--- config.mk ---
export PLATFORM = sky130hd
export DESIGN_NAME = tier_switch_stack_registers_flat
export DESIGN_NICKNAME = d
export VERILOG_FILES = /design/src/rtl/tsr_pkg.sv /design/src/rtl/tsr_if.sv /design/src/rtl/tier_switch_stack_registers.sv /design/src/rtl/tsr_stack.sv /design/src/flat_wrapper.sv
export SDC_FILE = /design/constraint.sdc
export NUM_CORES = 1
export LEC_CHECK = 0
export BUFFER_PORTS_ARGS = -buffer_cell sky130_fd_sc_hd__buf_2
export CAP_MARGIN = 20
export CORE_UTILIZATION = 55
export DETAILED_ROUTE_END_ITERATION = 6
export PLACE_DENSITY_LB_ADDON = 0.15
export SYNTH_ARGS = -nofsm -noshare
export SYNTH_HDL_FRONTEND = slang
export SYNTH_SLANG_ARGS = --single-unit
export TNS_END_PERCENT = 20
--- constraint.sdc ---
create_clock -name clk -period 5.1 [get_ports clk]
set_input_delay 1.275 -clock clk [delete_from_list [all_inputs] [get_ports clk]]
set_output_delay 1.275 -clock clk [all_outputs]
set_load 0.01 [all_outputs]
--- src/rtl/tsr_pkg.sv ---
// ----------------------------------------------------------------------------
// tsr_pkg
// Shared types, register codes and helpers for the tier switch register block.
// ----------------------------------------------------------------------------
package tsr_pkg;

    localparam int STACK_DEPTH_DEF = 8;
    localparam int TIER_W          = 7;

    // Access kind
    localparam logic FUNC_READ  = 1'b0;
    localparam logic FUNC_WRITE = 1'b1;

    // Register select codes
    localparam logic [2:0] REG_STATUS   = 3'd0;
    localparam logic [2:0] REG_ENTRY_LO = 3'd1;
    localparam logic [2:0] REG_ENTRY_HI = 3'd2;
    localparam logic [2:0] REG_REQUEST  = 3'd3;
    localparam logic [2:0] REG_CONTROL  = 3'd4;

    // Error flag bit positions (status byte 3)
    localparam int FLAG_INVALID   = 0;
    localparam int FLAG_OVERFLOW  = 1;
    localparam int FLAG_UNDERFLOW = 2;

    // Request byte fields
    localparam int REQ_POP_BIT = 7;

    // Control byte fields
    localparam int CTL_CLEAR_BIT = 0;

    typedef enum logic
    {
        ST_IDLE,
        ST_POP
    } state_t;

    typedef struct packed
    {
        logic wr_en;
        logic rd_en;
    } stack_ctl_t;

    function automatic logic [1:0] core_of(input logic [TIER_W-1:0] tier);
        logic [1:0] core;
        if (tier <= TIER_W'(2))
            core = 2'd0;
        else if (tier == TIER_W'(3))
            core = 2'd1;
        else if (tier <= TIER_W'(6))
            core = 2'd2;
        else
            core = 2'd3;
        return core;
    endfunction

endpackage

--- src/rtl/tsr_if.sv ---
// ----------------------------------------------------------------------------
// tsr_req_if / tsr_rsp_if
// Valid/ready channels for bus accesses and the bytes they return.
// ----------------------------------------------------------------------------
interface tsr_req_if;
    logic       valid;
    logic       ready;
    logic       func;
    logic [2:0] reg_sel;
    logic [1:0] byte_lane;
    logic [7:0] write_data;

    modport source
    (
        output valid,
        output func,
        output reg_sel,
        output byte_lane,
        output write_data,
        input  ready
    );

    modport sink
    (
        input  valid,
        input  func,
        input  reg_sel,
        input  byte_lane,
        input  write_data,
        output ready
    );
endinterface

interface tsr_rsp_if;
    logic       valid;
    logic       ready;
    logic [7:0] read_data;

    modport source
    (
        output valid,
        output read_data,
        input  ready
    );

    modport sink
    (
        input  valid,
        input  read_data,
        output ready
    );
endinterface

--- src/rtl/tier_switch_stack_registers.sv ---
// ----------------------------------------------------------------------------
// tier_switch_stack_registers
// Byte-wide register block that switches execution tiers via a return stack.
// ----------------------------------------------------------------------------
// Each transfer on req is one byte access to status, entry low/high, request
// or control, and produces exactly one byte on rsp (zero for writes, control
// and unmapped selects). The response sits in an output register, so a new
// access is taken while the previous byte still waits on rsp, as long as that
// byte is taken in the same cycle. A successful pop (request write with bit 7
// set and a non-empty stack) passes through ST_POP: the previous tier lives in
// the return stack memory, whose read data is registered, and req.ready stays
// low in ST_POP while the active tier and core are reloaded from it. The
// return stack holds STACK_DEPTH tiers and has no reset; only entries written
// by earlier pushes are ever read.
// ----------------------------------------------------------------------------
module tier_switch_stack_registers
    import tsr_pkg::*;
#(
    parameter int STACK_DEPTH = STACK_DEPTH_DEF
)
(
    input logic       clk,
    input logic       rst_n,
    tsr_req_if.sink   req,
    tsr_rsp_if.source rsp
);

    localparam int ADDR_W  = (STACK_DEPTH > 1) ? $clog2(STACK_DEPTH) : 1;
    localparam int DEPTH_W = $clog2(STACK_DEPTH + 1);

    // architectural state
    state_t             state_reg,    state_next;
    logic [7:0]         last_req_reg, last_req_next;
    logic [TIER_W-1:0]  tier_reg,     tier_next;
    logic [1:0]         core_reg,     core_next;
    logic [DEPTH_W-1:0] depth_reg,    depth_next;
    logic [2:0]         flags_reg,    flags_next;
    logic [31:0]        entry_lo_reg, entry_lo_next;
    logic [31:0]        entry_hi_reg, entry_hi_next;

    // response register
    logic               rsp_valid_reg, rsp_valid_next;
    logic [7:0]         rsp_data_reg,  rsp_data_next;

    // stack memory port
    stack_ctl_t         stk_ctl;
    logic [ADDR_W-1:0]  stk_waddr;
    logic [ADDR_W-1:0]  stk_raddr;
    logic [TIER_W-1:0]  stk_rdata;

    logic               accept;
    logic               rsp_take;
    logic               pop_start;
    logic [DEPTH_W-1:0] depth_dec;
    logic [TIER_W-1:0]  target;
    logic [31:0]        stat_bits;
    logic [4:0]         lane_base;

    tsr_stack
    #(
        .DEPTH  (STACK_DEPTH),
        .ADDR_W (ADDR_W)
    )
    u_stack
    (
        .clk   (clk),
        .ctl   (stk_ctl),
        .waddr (stk_waddr),
        .wdata (tier_reg),
        .raddr (stk_raddr),
        .rdata (stk_rdata)
    );

    assign rsp_take  = rsp_valid_reg && rsp.ready;
    // new access only when idle and the response slot is free or draining
    assign req.ready = (state_reg == ST_IDLE) && (!rsp_valid_reg || rsp.ready);
    assign accept    = req.valid && req.ready;

    assign rsp.valid     = rsp_valid_reg;
    assign rsp.read_data = rsp_data_reg;

    assign depth_dec = depth_reg - DEPTH_W'(1);
    assign target    = req.write_data[TIER_W-1:0];
    assign lane_base = {req.byte_lane, 3'b000};
    assign stk_waddr = depth_reg[ADDR_W-1:0];
    assign stk_raddr = depth_dec[ADDR_W-1:0];

    assign stat_bits = {5'b0, flags_reg, 6'b0, core_reg, 8'(depth_reg), 1'b0, tier_reg};

    always_comb
    begin
        state_next     = state_reg;
        last_req_next  = last_req_reg;
        tier_next      = tier_reg;
        core_next      = core_reg;
        depth_next     = depth_reg;
        flags_next     = flags_reg;
        entry_lo_next  = entry_lo_reg;
        entry_hi_next  = entry_hi_reg;
        rsp_valid_next = rsp_valid_reg;
        rsp_data_next  = rsp_data_reg;
        stk_ctl        = '0;
        pop_start      = 1'b0;

        if (rsp_take)
        begin
            rsp_valid_next = 1'b0;
        end

        unique case (state_reg)
            ST_IDLE:
            begin
                if (accept)
                begin
                    rsp_valid_next = 1'b1;
                    rsp_data_next  = 8'h00;

                    if (req.func == FUNC_WRITE)
                    begin
                        unique case (req.reg_sel)
                            REG_ENTRY_LO: entry_lo_next[lane_base +: 8] = req.write_data;
                            REG_ENTRY_HI: entry_hi_next[lane_base +: 8] = req.write_data;
                            REG_REQUEST:
                            begin
                                last_req_next = req.write_data;
                                if (req.write_data[REQ_POP_BIT])
                                begin
                                    if (depth_reg == '0)
                                    begin
                                        flags_next[FLAG_UNDERFLOW] = 1'b1;
                                    end
                                    else
                                    begin
                                        // tier comes back from memory next cycle
                                        depth_next    = depth_dec;
                                        stk_ctl.rd_en = 1'b1;
                                        pop_start     = 1'b1;
                                        state_next    = ST_POP;
                                    end
                                end
                                else if (target <= tier_reg)
                                begin
                                    flags_next[FLAG_INVALID] = 1'b1;
                                end
                                else if (depth_reg == DEPTH_W'(STACK_DEPTH))
                                begin
                                    flags_next[FLAG_OVERFLOW] = 1'b1;
                                end
                                else
                                begin
                                    stk_ctl.wr_en = 1'b1;
                                    depth_next    = depth_reg + DEPTH_W'(1);
                                    tier_next     = target;
                                    core_next     = core_of(target);
                                end
                            end
                            REG_CONTROL:
                            begin
                                if (req.write_data[CTL_CLEAR_BIT])
                                begin
                                    flags_next = '0;
                                end
                            end
                            default: ;
                        endcase
                    end
                    else
                    begin
                        unique case (req.reg_sel)
                            REG_STATUS:   rsp_data_next = stat_bits[lane_base +: 8];
                            REG_ENTRY_LO: rsp_data_next = entry_lo_reg[lane_base +: 8];
                            REG_ENTRY_HI: rsp_data_next = entry_hi_reg[lane_base +: 8];
                            REG_REQUEST:  rsp_data_next = last_req_reg;
                            default:      rsp_data_next = 8'h00;
                        endcase
                    end
                end
            end

            ST_POP:
            begin
                tier_next  = stk_rdata;
                core_next  = core_of(stk_rdata);
                state_next = ST_IDLE;
            end

            default: state_next = ST_IDLE;
        endcase
    end

    always_ff @(posedge clk or negedge rst_n)
    begin
        if (!rst_n)
        begin
            state_reg     <= ST_IDLE;
            last_req_reg  <= '0;
            tier_reg      <= '0;
            core_reg      <= '0;
            depth_reg     <= '0;
            flags_reg     <= '0;
            entry_lo_reg  <= '0;
            entry_hi_reg  <= '0;
            rsp_valid_reg <= 1'b0;
        end
        else
        begin
            state_reg     <= state_next;
            last_req_reg  <= last_req_next;
            tier_reg      <= tier_next;
            core_reg      <= core_next;
            depth_reg     <= depth_next;
            flags_reg     <= flags_next;
            entry_lo_reg  <= entry_lo_next;
            entry_hi_reg  <= entry_hi_next;
            rsp_valid_reg <= rsp_valid_next;
        end
    end

    always_ff @(posedge clk)
    begin
        rsp_data_reg <= rsp_data_next;
    end

`ifndef ASSERT_OFF
    a_depth_bound: assert property (@(posedge clk) disable iff (!rst_n)
        depth_reg <= DEPTH_W'(STACK_DEPTH))
        else $error("return depth beyond stack size");

    a_pop_blocks: assert property (@(posedge clk) disable iff (!rst_n)
        state_reg == ST_POP |-> !req.ready)
        else $error("access taken while pop reload pending");

    a_pop_one_cycle: assert property (@(posedge clk) disable iff (!rst_n)
        pop_start |=> state_reg == ST_POP ##1 state_reg == ST_IDLE)
        else $error("pop reload did not finish in one cycle");

    a_core_tracks_tier: assert property (@(posedge clk) disable iff (!rst_n)
        state_reg == ST_IDLE |-> core_reg == core_of(tier_reg))
        else $error("active core out of step with active tier");

    a_rsp_after_accept: assert property (@(posedge clk) disable iff (!rst_n)
        accept |=> rsp_valid_reg)
        else $error("accepted access produced no response");
`endif

endmodule

--- src/rtl/tsr_stack.sv ---
// ----------------------------------------------------------------------------
// tsr_stack
// Return stack storage: one write port, one read port, registered read data.
// ----------------------------------------------------------------------------
module tsr_stack
    import tsr_pkg::*;
#(
    parameter int DEPTH  = STACK_DEPTH_DEF,
    parameter int ADDR_W = (DEPTH > 1) ? $clog2(DEPTH) : 1
)
(
    input  logic              clk,
    input  stack_ctl_t        ctl,
    input  logic [ADDR_W-1:0] waddr,
    input  logic [TIER_W-1:0] wdata,
    input  logic [ADDR_W-1:0] raddr,
    output logic [TIER_W-1:0] rdata
);

    logic [TIER_W-1:0] mem [DEPTH];
    logic [TIER_W-1:0] rdata_reg;

    always_ff @(posedge clk)
    begin
        if (ctl.wr_en)
        begin
            mem[waddr] <= wdata;
        end
    end

    always_ff @(posedge clk)
    begin
        if (ctl.rd_en)
        begin
            rdata_reg <= mem[raddr];
        end
    end

    assign rdata = rdata_reg;

endmodule
--- src/flat_wrapper.sv ---
// flat-port wrapper written by rule: the top's interface ports become plain ports
module tier_switch_stack_registers_flat import tsr_pkg::*;
#(
    parameter int STACK_DEPTH = STACK_DEPTH_DEF
)
  (clk, rst_n, req_valid, req_func, req_reg_sel, req_byte_lane, req_write_data, req_ready, rsp_valid, rsp_read_data, rsp_ready);
  tsr_req_if req_i ();
  tsr_rsp_if rsp_i ();
  input logic clk;
  input logic rst_n;
  input wire logic [$bits(req_i.valid)-1:0] req_valid;
  input wire logic [$bits(req_i.func)-1:0] req_func;
  input wire logic [$bits(req_i.reg_sel)-1:0] req_reg_sel;
  input wire logic [$bits(req_i.byte_lane)-1:0] req_byte_lane;
  input wire logic [$bits(req_i.write_data)-1:0] req_write_data;
  output wire logic [$bits(req_i.ready)-1:0] req_ready;
  output wire logic [$bits(rsp_i.valid)-1:0] rsp_valid;
  output wire logic [$bits(rsp_i.read_data)-1:0] rsp_read_data;
  input wire logic [$bits(rsp_i.ready)-1:0] rsp_ready;
  assign req_i.valid = req_valid;
  assign req_i.func = req_func;
  assign req_i.reg_sel = req_reg_sel;
  assign req_i.byte_lane = req_byte_lane;
  assign req_i.write_data = req_write_data;
  assign req_ready = req_i.ready;
  assign rsp_valid = rsp_i.valid;
  assign rsp_read_data = rsp_i.read_data;
  assign rsp_i.ready = rsp_ready;
  tier_switch_stack_registers #(.STACK_DEPTH(STACK_DEPTH)) u_core (.clk(clk), .rst_n(rst_n), .req(req_i), .rsp(rsp_i));
endmodule
==> results of run 1 <==
stage by stage:
step,instance area [um^2],instances
after floorplan,7760,609
after global placement,7960,788
after detailed placement,7960,788
after CTS,8580,820
after global routing,8610,821
final,8610,821
power breakdown:
group          total [mW]  internal [mW]  leakage, nW  switching, mW
sequential           1.61           1.48         1.85          0.125
combinational       0.636          0.281         1.27          0.354
clock                1.31          0.815        0.280          0.500
total                3.56           2.58         3.41          0.979
cell usage after synthesis, types with 6 or more instances:
cell,number
clkbuf_1,12
o21ai_1,17
a22oi_1,15
and2_1,16
nand2_1,72
ha_1,14
inv_1,17
mux2_2,28
edfxtp_1,71
nand4_1,7
nand2b_1,13
buf_6,7
a21oi_1,9
mux4_2,16
o21ai_0,23
a221oi_1,13
o221ai_1,7
mux2_1,16
nor3_1,9
nor4_2,6
buf_2,14
dfrtp_1,90
nor2_1,21
cell type report:
| cell class | count | area [um^2] | share of cell area |
|---|---|---|---|
| flip-flops and latches | 161 | 4380 | 0.509 |
| multi-input cells | 395 | 3090 | 0.359 |
| clock buffers | 18 | 429 | 0.0499 |
| repair buffers | 36 | 225 | 0.0262 |
| well taps | 180 | 225 | 0.0262 |
| clock inverters | 14 | 188 | 0.0218 |
| inverters | 17 | 63.8 | 0.00741 |
metal layers:
metal  GRT usage  vias up
li1            -     2344
met1       0.421     2699
met2       0.398      233
met3      0.0783       30
met4       0.102        0
met5           0        -
worst max-delay path, cell delays in order:
cell and delay, ns:
buf_2 0.17, ha_1 0.38, nand4_1 0.12, a21oi_2 0.21, or2_1 0.27, nand4_2 0.45
nor3_1 0.87
path summary, 6_finish.rpt:
path / startpoint / to / cells after the start / slack, ns
max: req_write_data[6] / u_core.u_stack.mem[3][1] / 7 / 1.39
min: u_core.last_req_reg[0] / u_core.last_req_reg[0] / 2 / 0.48
max reg2reg: u_core.tier_reg[6] / u_core.u_stack.mem[3][1] / 7 / 1.66
min reg2reg: u_core.last_req_reg[0] / u_core.last_req_reg[0] / 2 / 0.48
max in group asynchronous: rst_n / u_core.depth_reg[0] / 2 / 3.72
min in group asynchronous: rst_n / u_core.tier_reg[5] / 1 / 0.73
cell families after synthesis:
logic type / synth area share
XOR/XNOR: 0.00565
buffers and inverters: 0.0366
AO/OA/AOI/OAI: 0.120
flip-flops: 0.565
adder cells (fa/ha/maj): 0.0226
multiplexers: 0.112
AND/OR/NAND/NOR: 0.138
==> impl_metrics.csv, run 1 <==
group,metric,value,unit
cells_and_area,largest_register_ff_count,56,
cells_and_area,num_antenna_cells,0,
die,core_area,13800,um^2
timing,fin_setup_tns,0,ns
logic_synthesis,syn_nets,641,
clock_network,cts_hold_buffers,0,
detailed_routing,drc_errors,0,
logic_synthesis,synthTopCellsByArea,"dfrtp_1 29%, edfxtp_1 27%, mux4_2 4.6%",
logic_synthesis,synth-seq-area-share,0.565,
die,ios,28,
die,die_h,121,um
critical_path,cp.required,5.15,ns
critical_path,end_kind,"register",
logic_synthesis,ys_types,67,
cells_and_area,post-route-util,0.622,
logic_synthesis,synth_top_area_share,0.290,
detailed_routing,wirelength,19.1,mm
logic_synthesis,avgSynthCellArea,12.7,um^2
timing,maxSlewViolCount,0,
cells_and_area,mostFrequentLayoutCell,"dfrtp_1",
clock_network,htree_levels,4,
min_path,worstHoldPathType,"reg2reg",
detailed_routing,wire_per_inst,23.3,um
logic_synthesis,synthCells,609,
cells_and_area,final_cell_mix,"90 x dfrtp_1, 72 x nand2_1, 71 x edfxtp_1",
global_routing,grt_start_max_net_pins,91,
place,hpwl,13.4,mm
detailed_routing,met1_length,8.72,mm
detailed_routing,met2WireLength,8.43,mm
clock_network,cts-root-buf,"clkbuf_16",
clock_network,path_clk_slew,0.06,ns
outcome,outcome,"completed",
job,drv_cap,0,
timing,relSlewSlack,0.412,
die,die_w,121,um
logic_synthesis,ys.flop_type,"dfrtp_1",
global_routing,gr-total-overflow,0,
logic_synthesis,synth_edf_count,71,
logic_synthesis,async_flop_share,0.559,
clock_network,ctsResizeCount,0,
timing,clock.fmax,0.270,GHz
global_routing,grt_use_total,0.284,
timing,setup_viol,0,
clock_network,cts_made_buffers,17,
timing,grt_setup_unrepaired,"false",
die,start_util,0.561,
place,portBuffers,27,
timing,whs,0.482,ns
clock_network,insertion_delay,0.43,ns
global_routing,antenna_found_initial,0,
critical_path,cp_max_fo,13,
die,rows,43,
timing,setup_slack,1.39,ns
detailed_routing,antenna_left,0,
clock_network,cts_tree,"done",
critical_path,start_kind,"primary input",
timing,final-hold-violation-count,0,
timing,clock_skew,0.00620,ns
clock_network,cts_sinks,161,
critical_path,crit_type,"in2reg",
logic_synthesis,yosysWarnings,0,
logic_synthesis,ys_ff_latch,161,
clock_network,postCtsSetupBuffers,0,
power,powerDensity,413,nW/um^2
clock_network,ctsLongestPathBuffers,2,
place,gp_congestion,0.930,
detailed_routing,avgViaCountPerCell,6.46,
detailed_routing,drtPass1Iterations,5,
detailed_routing,vias,5306,
power,leakage,3.41,nW
power,peakVddDrop,204,uV
global_routing,grt_pass1_vias,5090,
place,pre_cts_ws,0.946,ns
die,die_area,14600,um^2
timing,fin_crit_sh,0.728,
power,power,3.56,mW
global_routing,grt_pass1_wl,29.8,mm
cells_and_area,fillers,1063,
detailed_routing,drtIter0Drc,476,
cells_and_area,finalNetCount,660,
logic_synthesis,yosysTopAreaCell,"dfrtp_1",
cells_and_area,drive_above_1_share,0.215,
timing,min_period,3.71,ns
cells_and_area,syn_to_final_growth,11.0,%
logic_synthesis,netlist_area,7760,um^2
timing,worst_slew_pin_slew,0.875,ns
critical_path,worstPathArrival,3.76,ns
detailed_routing,highest_layer,"met4",
detailed_routing,met3_length,1.59,mm
Note: power is estimated with default switching activity, not from simulation.
==> run 2: changes to the inputs <==
Clock period 5.1 ns to 3.6 ns, I/O delays scaled along.
==> run 2 against run 1 <==
  * First-iteration DRC count is 54% higher
  * Global-route usage is 2.3 points higher
  * Wire length is 8.8% higher
==> impl_metrics.csv, run 2 (same netlist as run 1, synthesis figures left out) <==
group,metric,value,unit
detailed_routing,wirelength,20.8,mm
place,dp_cells,822,
global_routing,met3_usage,0.0750,
cells_and_area,finalInstanceArea,8810,um^2
die,rows,43,
place,gp_congestion,0.921,
critical_path,cp_slowest_cell,"dfrtp_1",
detailed_routing,avgViaCountPerCell,6.47,
timing,relSlewSlack,0.471,
timing,worst_slew_pin_slew,0.794,ns
critical_path,crit_chain,"inv_1 > ha_1 > nand4_1 > a21oi_2 > or2_1 > nand4_2 > buf_4 > nor4_2 > buf_4",
cells_and_area,largest_register_ff_count,56,
die,die_w,121,um
cells_and_area,fin_cells,854,
power,peakVddDrop,340,uV
die,core_area,13800,um^2
critical_path,end_kind,"register",
clock_network,ctsResizeCount,0,
die,ios,28,
place,pre_cts_ws,0.532,ns
detailed_routing,drtPass1Iterations,5,
cells_and_area,num_antenna_cells,0,
critical_path,critical_path_buf_inv_count,3,
detailed_routing,vias,5525,
cells_and_area,post-route-util,0.637,
critical_path,start_kind,"register",
timing,final-hold-violation-count,0,
cells_and_area,mostFrequentLayoutCell,"dfrtp_1",
power,powerDensity,572,nW/um^2
global_routing,grt_start_max_net_pins,52,
critical_path,crit_type,"reg2reg",
job,drv_cap,0,
timing,fin_crit_sh,0.791,
place,placed_area,8220,um^2
detailed_routing,drc_errors,0,
detailed_routing,wire_per_inst,24.4,um
power,leakage,3.57,nW
timing,maxSlewViolCount,0,
clock_network,cts_made_buffers,17,
global_routing,grt_busiest_layer,"met1",
clock_network,postCtsSetupBuffers,0,
critical_path,cp_max_fo,11,
critical_path,cp.required,3.74,ns
clock_network,ctsLongestPathBuffers,2,
global_routing,gr-total-overflow,0,
global_routing,grt_pass1_vias,5356,
timing,setup_slack,0.753,ns
clock_network,htree_levels,4,
critical_path,path_delay_family,"simple AND/OR/NAND/NOR gates",
cells_and_area,finalNetCount,693,
global_routing,use_met1,0.470,
clock_network,cts-root-buf,"clkbuf_16",
min_path,worstHoldPathType,"reg2reg",
timing,min_period,2.85,ns
critical_path,crit_top_cell,"buf_4",
clock_network,insertion_delay,0.43,ns
cells_and_area,fillers,1048,
power,power,5.04,mW
global_routing,antenna_found_initial,0,
place,portBuffers,27,
outcome,outcome,"completed",
die,start_util,0.561,
die,die_h,121,um
global_routing,grt_use_total,0.307,
detailed_routing,antenna_left,0,
timing,clock_skew,0.00904,ns
clock_network,cts_tree,"done",
die,die_area,14600,um^2
timing,grt_setup_unrepaired,"false",
timing,whs,0.480,ns
place,hpwl,14.4,mm
clock_network,cts_hold_buffers,0,
detailed_routing,drtIter0Drc,734,
global_routing,grt_pass1_wl,32.0,mm
cells_and_area,syn_to_final_growth,13.6,%
global_routing,use_met2,0.429,
clock_network,path_clk_slew,0.06,ns
cells_and_area,drive_above_1_share,0.255,
clock_network,cts_sinks,161,
critical_path,worstPathArrival,2.99,ns
critical_path,cpPeakStageDelay,0.71,ns
cells_and_area,final_cell_mix,"90 x dfrtp_1, 72 x nand2_1, 71 x edfxtp_1",
timing,setup_viol,0,
timing,clock.fmax,0.351,GHz
timing,fin_setup_tns,0,ns
[run 2: cell types whose count changed in the layout (fill, tap and decap cells not counted), sizes merged]
cell / change
clkinvlp: -3
bufinv: -3
clkbuf: +3
clkinv: +1
buf: +33
inv: +2
[run 2: worst paths after layout]
kind                                         startpoint                       end  slack [ns]  cells after the start
worst min-delay path            u_core.entry_lo_reg[12]   u_core.entry_lo_reg[12]        0.48                      2
max in group asynchronous                         rst_n   u_core.entry_lo_reg[12]        2.29                      2
worst max register to register       u_core.tier_reg[6]  u_core.u_stack.mem[1][5]        0.75                      9
worst max-delay path                 u_core.tier_reg[6]  u_core.u_stack.mem[1][5]        0.75                      9
min in group asynchronous                         rst_n        u_core.core_reg[1]        0.52                      1
worst min register to register  u_core.entry_lo_reg[12]   u_core.entry_lo_reg[12]        0.48                      2
[run 2: area by class of cell]
class,count,area (um^2),area share
Timing Repair Buffer,69,453,0.0514
Clock inverter,11,98.8,0.0112
Multi-Input combinational cell,395,3090,0.351
Sequential cell,161,4380,0.498
Clock buffer,21,493,0.0560
Tap cell,180,225,0.0256
Inverter,17,63.8,0.00724
[run 2: power breakdown]
part           leakage (nW)  internal, mW  switching, mW
Sequential             1.85          2.10          0.145
Combinational          1.43         0.427          0.585
Clock                 0.284          1.05          0.728
Total                  3.57          3.58           1.46
[run 2: tightest hold or removal path: cells and delay by family, from the launching register on]
| family | cells | cell delay [ns] |
|---|---|---|
| compound gates | 1 | 0.06 |
| flops | 1 | 0.34 |
| simple gates | 1 | 0.05 |
[run 2: metal layers]
metal	wire (um)	share of wire
met1	9040	0.43
met2	9040	0.43
met3	2340	0.11
met4	376	0.018
met5	0	0
==> run 3: changes to the inputs <==
Clock period 3.6 ns to 2.5 ns, I/O delays scaled along.
==> run 3 against run 2 <==
  * Sequential share of layout area is 1.3 points lower
  * Register-to-register slack worse by 0.48 ns
  * Utilization is 1.7 points higher
  * Largest cell class unchanged
  * Largest power group unchanged
  * Highest routed layer unchanged
==> impl_metrics.csv, run 3 (same netlist as run 1, synthesis figures left out) <==
group,metric,value,unit
clock_network,cts_sinks,161,
critical_path,start_kind,"register",
power,powerDensity,794,nW/um^2
detailed_routing,antenna_left,0,
die,start_util,0.561,
cells_and_area,final_cell_mix,"90 x dfrtp_1, 72 x nand2_1, 71 x edfxtp_1",
die,core_area,13800,um^2
timing,fin_setup_tns,0,ns
timing,clock_skew,0.0130,ns
place,portBuffers,27,
timing,fin_crit_sh,0.891,
clock_network,htree_levels,4,
die,rows,43,
power,power,7.18,mW
clock_network,path_clk_slew,0.06,ns
clock_network,ctsResizeCount,0,
die,ios,28,
detailed_routing,vias,5627,
critical_path,worstPathArrival,2.40,ns
power,leakage,3.70,nW
critical_path,end_kind,"register",
detailed_routing,drtIter0Drc,626,
die,die_w,121,um
place,hpwl,15.2,mm
global_routing,grt_start_max_net_pins,43,
die,die_area,14600,um^2
global_routing,gr-total-overflow,0,
detailed_routing,drc_errors,0,
timing,final-hold-violation-count,0,
cells_and_area,largest_register_ff_count,56,
critical_path,cp_max_fo,16,
timing,grt_setup_unrepaired,"false",
timing,relSlewSlack,0.416,
critical_path,cp_slowest_cell,"ha_1",
clock_network,insertion_delay,0.43,ns
critical_path,crit_chain,"inv_1 > ha_1 > mux4_2 > mux2_2",
critical_path,crit_type,"reg2reg",
detailed_routing,drtPass1Iterations,7,
global_routing,grt_pass1_wl,32.4,mm
die,die_h,121,um
clock_network,ctsLongestPathBuffers,2,
critical_path,cp.required,2.68,ns
power,seqPwrFrac,0.434,
clock_network,cts_made_buffers,17,
clock_network,cts_hold_buffers,0,
power,p_sw,2.17,mW
cells_and_area,mostFrequentLayoutCell,"dfrtp_1",
power,p_comb_frac,0.234,
cells_and_area,finalNetCount,724,
cells_and_area,syn_to_final_growth,16.6,%
power,p_int,5.02,mW
power,clockPowerShare,0.331,
global_routing,antenna_found_initial,0,
timing,maxSlewViolCount,0,
cells_and_area,drive_above_1_share,0.291,
cells_and_area,post-route-util,0.654,
clock_network,postCtsSetupBuffers,0,
power,swShare,0.302,
timing,worst_slew_pin_slew,0.874,ns
clock_network,cts_tree,"done",
global_routing,grt_use_total,0.310,
detailed_routing,wirelength,21.2,mm
detailed_routing,wire_per_inst,24.0,um
cells_and_area,finalInstanceArea,9050,um^2
job,drv_cap,0,
detailed_routing,avgViaCountPerCell,6.36,
place,placed_area,8510,um^2
cells_and_area,num_antenna_cells,0,
timing,min_period,2.23,ns
outcome,outcome,"completed",
power,peakVddDrop,562,uV
critical_path,cpPeakStageDelay,0.74,ns
timing,whs,0.191,ns
min_path,worstHoldPathType,"in2async",
global_routing,grt_pass1_vias,5505,
place,gp_congestion,0.907,
timing,setup_viol,0,
timing,clock.fmax,0.449,GHz
clock_network,cts-root-buf,"clkbuf_16",
==> run 3: cell count changes in the layout (fill, tap and decap cells not counted), moves of 2 or more <==
cell | previous run | this run
inv_6 | 2 | 4
clkbuf_16 | 19 | 17
buf_12 | 0 | 4
nor3_1 | 9 | 7
clkinv_4 | 1 | 3
nor3_2 | 1 | 3
buf_4 | 43 | 70
==> run 3: worst paths after layout <==
kind                       slack, ns                 endpoint                    from  cells after the start
setup reg to reg                0.27  u_core.u_stack.rdata[1]     u_core.depth_reg[1]                      4
hold reg to reg                 0.47   u_core.last_req_reg[3]  u_core.last_req_reg[3]                      2
max in group asynchronous       1.69   u_core.entry_hi_reg[1]                   rst_n                      2
setup / recovery                0.27  u_core.u_stack.rdata[1]     u_core.depth_reg[1]                      4
hold / removal                  0.19  u_core.entry_lo_reg[17]                   rst_n                      1
min in group clk                0.47   u_core.last_req_reg[3]  u_core.last_req_reg[3]                      2
==> run 3: critical path, delay by kind of cell, from the launching register on <==
family | cells | cell delay, ns
buffers and inverters | 1 | 0.13
DFF | 1 | 0.35
muxes | 2 | 0.76
adders and majority gates | 1 | 0.74
==> run 3: through the flow <==
stage                     std cells  worst slack, ns
after detailed placement        853          -0.0312
final                           885            0.272
after global placement          853           0.0312
after global routing            885            0.190
after floorplan                 609           -0.125
after CTS                       885            0.295
==> run 3: layout make-up <==
cell class,count,area [um^2]
clock buffers,18,429
clock inverters,14,106
fillers,1006,4780
inverters,17,63.8
multi-input cells,395,3100
flip-flops and latches,161,4380
well taps,180,225
repair buffers,100,736
==> run 3: routing by layer <==
layer / vias up / GRT usage / wire length [um]
met2: 267 / 0.461 / 9680
met5: - / 0 / 0
met4: 0 / 0.0957 / 420
li1: 2466 / - / -
met1: 2867 / 0.439 / 8960
met3: 27 / 0.0939 / 2150
==> run 3: power by group through the flow <==
stage                     Clock, mW  Sequential, mW  Combinational [mW]
after detailed placement          0            3.17                1.66
after global routing           2.49            3.13                1.79
after global placement            0            3.16                1.64
after CTS                      2.41            3.12                1.67
after floorplan                   0            3.19               0.974
final                          2.38            3.12                1.68
